File: src/sv/gradient_matrix_combine_macros.svh
// Assertion macros shared by the gradient matrix combine modules.
`ifndef GRADIENT_MATRIX_COMBINE_MACROS_SVH
`define GRADIENT_MATRIX_COMBINE_MACROS_SVH
`ifndef NO_ASSERTIONS
`define GMC_ASSERT_IMPL(label, clk, rst, ante, cons) \
  label: assert property (@(posedge clk) disable iff (rst) (ante) |-> (cons)) \
    else $error("assertion failed");
`define GMC_ASSERT_NEXT(label, clk, rst, ante, cons) \
  label: assert property (@(posedge clk) disable iff (rst) (ante) |=> (cons)) \
    else $error("assertion failed");
`else
`define GMC_ASSERT_IMPL(label, clk, rst, ante, cons)
`define GMC_ASSERT_NEXT(label, clk, rst, ante, cons)
`endif
`endif

File: src/sv/gmc_pkg.sv
// Shared types, constants and helpers of the gradient matrix combine block.
package gmc_pkg;
  localparam int MaxDim = 8;
  localparam int Depth = MaxDim * MaxDim;
  localparam int AddrW = $clog2(Depth);
  localparam int DimW = $clog2(MaxDim + 1);
  localparam int CntW = AddrW + 1;

  localparam logic [2:0] RegMode = 3'd0;
  localparam logic [2:0] RegLowerRows = 3'd1;
  localparam logic [2:0] RegLowerCols = 3'd2;
  localparam logic [2:0] RegUpperRows = 3'd3;
  localparam logic [2:0] RegUpperCols = 3'd4;
  localparam logic [2:0] RegTargetRows = 3'd5;
  localparam logic [2:0] RegTargetCols = 3'd6;

  typedef enum logic [2:0] {
    RULE_NONE = 3'd0, RULE_EW_T = 3'd1, RULE_EW = 3'd2, RULE_LU = 3'd3,
    RULE_UL = 3'd4, RULE_ULT = 3'd5, RULE_LTU = 3'd6
  } rule_t;

  // Read port request from the sequencer to the stores.
  typedef struct packed {
    logic             en;
    logic [AddrW-1:0] laddr;
    logic [AddrW-1:0] uaddr;
  } rd_req_t;

  // Control that travels alongside read data into the datapath.
  typedef struct packed {
    logic valid;
    logic first;
    logic last_k;
    logic last_elem;
    logic matched;
  } dp_ctl_t;

  function automatic logic [DimW-1:0] dim_clamp(input logic [3:0] d);
    logic [DimW-1:0] r;
    if (d == 4'd0) r = DimW'(1);
    else if (32'(d) > MaxDim) r = DimW'(MaxDim);
    else r = DimW'(d);
    return r;
  endfunction
endpackage

File: src/sv/gmc_mac.sv
// Rounded Q16.16 multiply and saturating accumulate, two stages deep.
module gmc_mac (
  input  logic             clk,
  input  logic             rst,
  input  gmc_pkg::dp_ctl_t ctl,
  input  logic [31:0]      a,
  input  logic [31:0]      b,
  output logic             out_valid,
  output logic [31:0]      out_value,
  output logic             out_last,
  output logic             out_matched
);
  logic signed [63:0] prod;
  gmc_pkg::dp_ctl_t   ctl_q;
  logic signed [51:0] rounded;
  logic signed [51:0] acc;
  logic signed [51:0] acc_next;

  always_ff @(posedge clk) begin
    prod <= $signed(a) * $signed(b);
    if (rst) ctl_q <= '0;
    else ctl_q <= ctl;
  end

  // A rounded product needs 48 bits; a sum of eight of them needs 51.
  assign rounded = 52'((prod + 64'sd32768) >>> 16);
  assign acc_next = (ctl_q.first ? 52'sd0 : acc) + rounded;

  always_ff @(posedge clk) begin
    if (rst) begin
      out_valid <= 1'b0;
    end else begin
      out_valid <= ctl_q.valid && ctl_q.last_k;
    end
    if (ctl_q.valid) acc <= acc_next;
    if (ctl_q.valid && ctl_q.last_k) begin
      if (!ctl_q.matched) out_value <= 32'd0;
      else if (acc_next > 52'sh7FFFFFFF) out_value <= 32'h7FFFFFFF;
      else if (acc_next < -52'sh80000000) out_value <= 32'h80000000;
      else out_value <= acc_next[31:0];
      out_last <= ctl_q.last_elem;
      out_matched <= ctl_q.matched;
    end
  end
endmodule

File: config.mk
export PLATFORM = sky130hd
export DESIGN_NAME = gmc_mac
export DESIGN_NICKNAME = d
export VERILOG_FILES = /design/src/sv/gradient_matrix_combine_macros.svh /design/src/sv/gmc_pkg.sv /design/src/sv/gmc_mac.sv
export SDC_FILE = /design/constraint.sdc
export NUM_CORES = 2
export LEC_CHECK = 0
export BUFFER_PORTS_ARGS = -buffer_cell sky130_fd_sc_hd__buf_2
export CAP_MARGIN = 10
export CORE_MARGIN = 1
export CORE_UTILIZATION = 50
export DETAILED_ROUTE_END_ITERATION = 6
export GPL_TIMING_DRIVEN = 0
export PLACE_DENSITY = 0.74
export SLEW_MARGIN = 20
export SYNTH_ARGS = -nofsm -noshare
export SYNTH_HDL_FRONTEND = slang
export SYNTH_SLANG_ARGS = --single-unit
export TNS_END_PERCENT = 100
File: constraint.sdc
create_clock -name clk -period 13 [get_ports clk]
set_input_delay 1.95 -clock clk [delete_from_list [all_inputs] [get_ports clk]]
set_output_delay 1.95 -clock clk [all_outputs]
set_load 0.05 [all_outputs]
# Yosys cells after proc, flatten, opt, wreduce, memory -nomap -nowiden
# Index checks and enable logic that the tools add are counted.
# word_totals
input_bits,71
out_inout_bits,35
regBits,156
word_cells,23
# classes
n_mul,1
n_mux,3
bitwise_logic,1
addsub,2
order_cmp,2
n_reduce_logical,2
# op_table
operator,count
adder 64 x 17 -> 64 bit (second input constant),1
multiplier 32 x 32 -> 64 bit,1
adder 52 x 48 -> 52 bit,1
greater-than comparator 52 x 32 -> 1 bit (second input constant),1
< comparator 52 x 32 -> 1 bit (second input constant),1
2-to-1 mux 52 bit,1
2-to-1 mux 32 bit,1
2-to-1 mux 31 bit,1
OR reduction 2 bit,1
logical AND 1 bit,1
NOT 1 bit,1

# Depth between registers and ports, before layout
# depth
ltp_word,5
depth_mapped,29
depth_no_buf,28

# Worst setup path before layout
# Ideal clock, no wire load.
# synth_timing
path_type,input to register
start,input a[31]
end,register prod[62]
path_buffers,1
stages,26
slack_ps,3697
t_arrival_ps,9231
path_cell_list,clkbuf_1 nand2_1 inv_1 fa_1 inv_1 fa_1 inv_1 fa_1 fa_1 inv_1 fa_1 inv_1 fa_1 fa_1 fa_1 ha_1 a21o_1 a21o_1 a21oi_1 nor2_1 nor2_1 o21ai_0 nor3_1 o21ai_0 a21oi_1 xnor2_1
# synth_between
elab_chain_cells,1
# synth_rtl
item,line_no,source
start: declaration,gmc_mac.sv:6,"input logic [31:0] a,"
multiplier 32 x 32 -> 64 bit,gmc_mac.sv:20,prod <= $signed(a) * $signed(b);
end signal: assignment,gmc_mac.sv:20,
end: declaration,gmc_mac.sv:13,logic signed [63:0] prod;
# No other way between the ends.
# A chain may end at the register's enable or synchronous reset.

# Final worst setup path
# Ends and elaborated chain as after synthesis.

==> metrics.txt <==
Synth Instances=4648; ys flop type=edfxtp_1; initial antenna violation count=13; drt total wl=about 160 mm; commonest non-fill, non-tap cell in the layout=fa_1; Post-synth EDFFs=86; port bufs=105; Finished Core Util=between 50% and 60%; DRC=0; Slew Limit Fails=0; post-CTS setup buffer count=0; period utilization=87.4%; Num CTS Buffers=17; Clock Skew=around 11 ps; Post-Syn Area per Cell=9.46 sq um; TritonCTS clock tree=done; largest cells by area after synthesis=fa_1 49%, inv_1 8.7%, and2_1 7.2%; Max-cap violations=0; Fmax achieved=between 80 and 90 MHz; worst reg2reg endpoint=out_value[1]; Die Ht=299 um; Post-Synthesis Net Count=approximately 6000; Seq. cell area=around 3700 sq um; CP required=roughly 13000 ps; CTS Buffer Depth=2; min-delay src=ctl_q[1]; hpwl dp=128 mm; outcome=completed; Cell Area, Synth=44000 sq um; Pre-Repair DR Iteration Count=7; post-cts sizing count=0; 1st-iter DRT viols=approximately 3500; die area=roughly 89000 sq um; floorplan row count=about 110; top cell type by total area after synthesis=fa_1; total congestion overflow=0; clock latency on the worst-skew pair=~440 ps; hold buffers post-CTS=0; die width=299 um; clock root buffer=clkbuf_16; Initial Utilization=roughly 50%; Min-Delay Path Depth=0; setup TNS=0 ps; worst path buffer plus inverter count=7; crit path time final=~11000 ps; Nets=6158; Worst Hold Class=flop to flop; vias in the first global route=35400; commonest non-fill, non-tap cells in the layout=1081 x fa_1, 1019 x inv_1, 605 x nand2_1; share of layout cells above drive strength 1=approximately 3.5%; via count=about 34000; reg2reg start=prod[16]; Vias/cell=roughly 5.7; register area share after synthesis=8.38%; Setup crit end kind=flop; I/O pin count=between 100 and 150; Slew headroom=between 10% and 20%; largest net degree at the start of global routing=54; Final Setup Violations=0; Reg2Reg Depth=22; arrival time worst endpoint=approximately 12000 ps; Startpoint Class=primary input; Worst path max stage delay=roughly 1200 ps; Area Growth Syn to Fin=5.98%; Yosys top cell area share=about half; flop2flop setup slack=about 6500 ps; Ys Warns=0; RSZ-0062 raised after global routing=no; Yosys reg bits=around 140; # fillers=just under 8000; Yosys cell types=~70; CP delay by family, top=adder cells; Clock transition at path regs=~60 ps; hold_ws=slightly above 400 ps; Worst Hold Path EP=out_last; Core ar.=just under 90000 sq um; global-route wire length before repair=230 mm; H-tree depth=4; Crit-path slowest cell=fa_1; largest fanout on the critical path=10; Wirelength per Cell=roughly 26 um; Slew @ Worst Pin=~1300 ps; routability cong.=1.11; Async SR Flop Fraction=0%; most frequent CP cell=fa_1; All-Layer GR Usage=between 30% and 40%; DRT antenna net count=0; WS Path Type=primary input to flop; Multi-input gate area=about 36000 sq um; Hold Vio Cnt, Final=0; CTS Sinks=roughly 140
cells by family after synthesis:
logic type,synth area share (%)
xor gates and xnor gates,3.17
DFF,8.38
buffers and inverters,10.7
adders and majority gates,55.9
AOI/OAI and AO/OA,5.19
muxes,0.213
and+or+nand+nor,16.5
through the flow:
step / setup WS [ps] / instances / cell area (sq um)
6_report: 1630 / 5952 / 46600
3_5_place_dp: 1370 / 5909 / 46000
2_1_floorplan: 3700 / 4648 / 44000
3_3_place_gp: 1500 / 5908 / 46000
5_1_grt: 1200 / 5941 / 46600
4_1_cts: 1830 / 5940 / 46600
worst register-to-register path, cell delays in order (launching register included):
cell and delay [ps]:
dfxtp_1 360, ha_1 220, nand2_1 60, nor2_1 260
and4_1 350, nor3b_1 590, nand3_1 180, xnor2_1 180
ha_1 270, clkbuf_1 360, nand2_1 200, nor3_1 340
nand3_1 130, or4_1 620, clkbuf_1 220, nor2b_1 170
a21oi_1 250, xor2_1 170, nor2_1 120, or4b_1 460
o311a_4 420, buf_6 160, a31o_1 190
cells in the mapped netlist (4+ instances only):
cell,n
or2_2,5
nor2_1,67
a221oi_1,4
nand3_1,34
or3_1,5
and3_1,12
a21oi_1,105
o21ai_0,68
and4_1,11
nand2b_1,20
o21a_1,10
dfxtp_1,55
a31o_1,30
a211oi_1,13
xor2_1,67
o21bai_1,18
o2111ai_1,4
nand4_1,30
a21boi_0,5
nand2_1,605
a21o_1,36
o31ai_1,6
clkbuf_1,218
mux2i_1,6
xnor2_1,92
nor3_1,29
nor4_1,5
a31oi_1,11
ha_1,232
edfxtp_1,86
nor2b_1,89
inv_1,1019
fa_1,1082
o211ai_1,12
and2_1,503
metal layers:
| layer | wire length (um) | share of wire [%] | track usage, % |
|---|---|---|---|
| met5 | 126 | 0.081 | 0 |
| met4 | 9750 | 6.3 | 18.7 |
| met3 | 22400 | 14 | 13.9 |
| met2 | 65200 | 42 | 52.2 |
| met1 | 58400 | 37 | 46.5 |
worst max-delay path by stage:
stage | slack (ps) | end | start | cells after the start
global placement | 1500 | prod[62] | a[31] | 27
CTS | 1830 | prod[62] | a[31] | 27
floorplan | 3700 | prod[62] | a[31] | 26
detailed placement | 1370 | prod[62] | a[31] | 27
finish | 1630 | prod[62] | a[31] | 27
global route | 1200 | prod[62] | a[31] | 27
cell type report:
class                   instances  area share, %
plain buffers                 225           1.88
multi-input cells            3263           76.4
clock buffers                  18          0.921
flip-flops and latches        141           7.91
well taps                    1155           3.10
clock inverters                13          0.357
diodes                         12         0.0644
repair buffers                106           1.17
inverters                    1019           8.21
state kept, by name (all words and copies together) (netlist names):
signal       flops
acc             52
ctl_q            5
out_last         1
out_matched      1
out_value       32
out_valid        1
prod            49
Power is left out: the tool's default activity adds up to more than one toggle a clock period on the data nets, which glitch-free logic cannot reach.
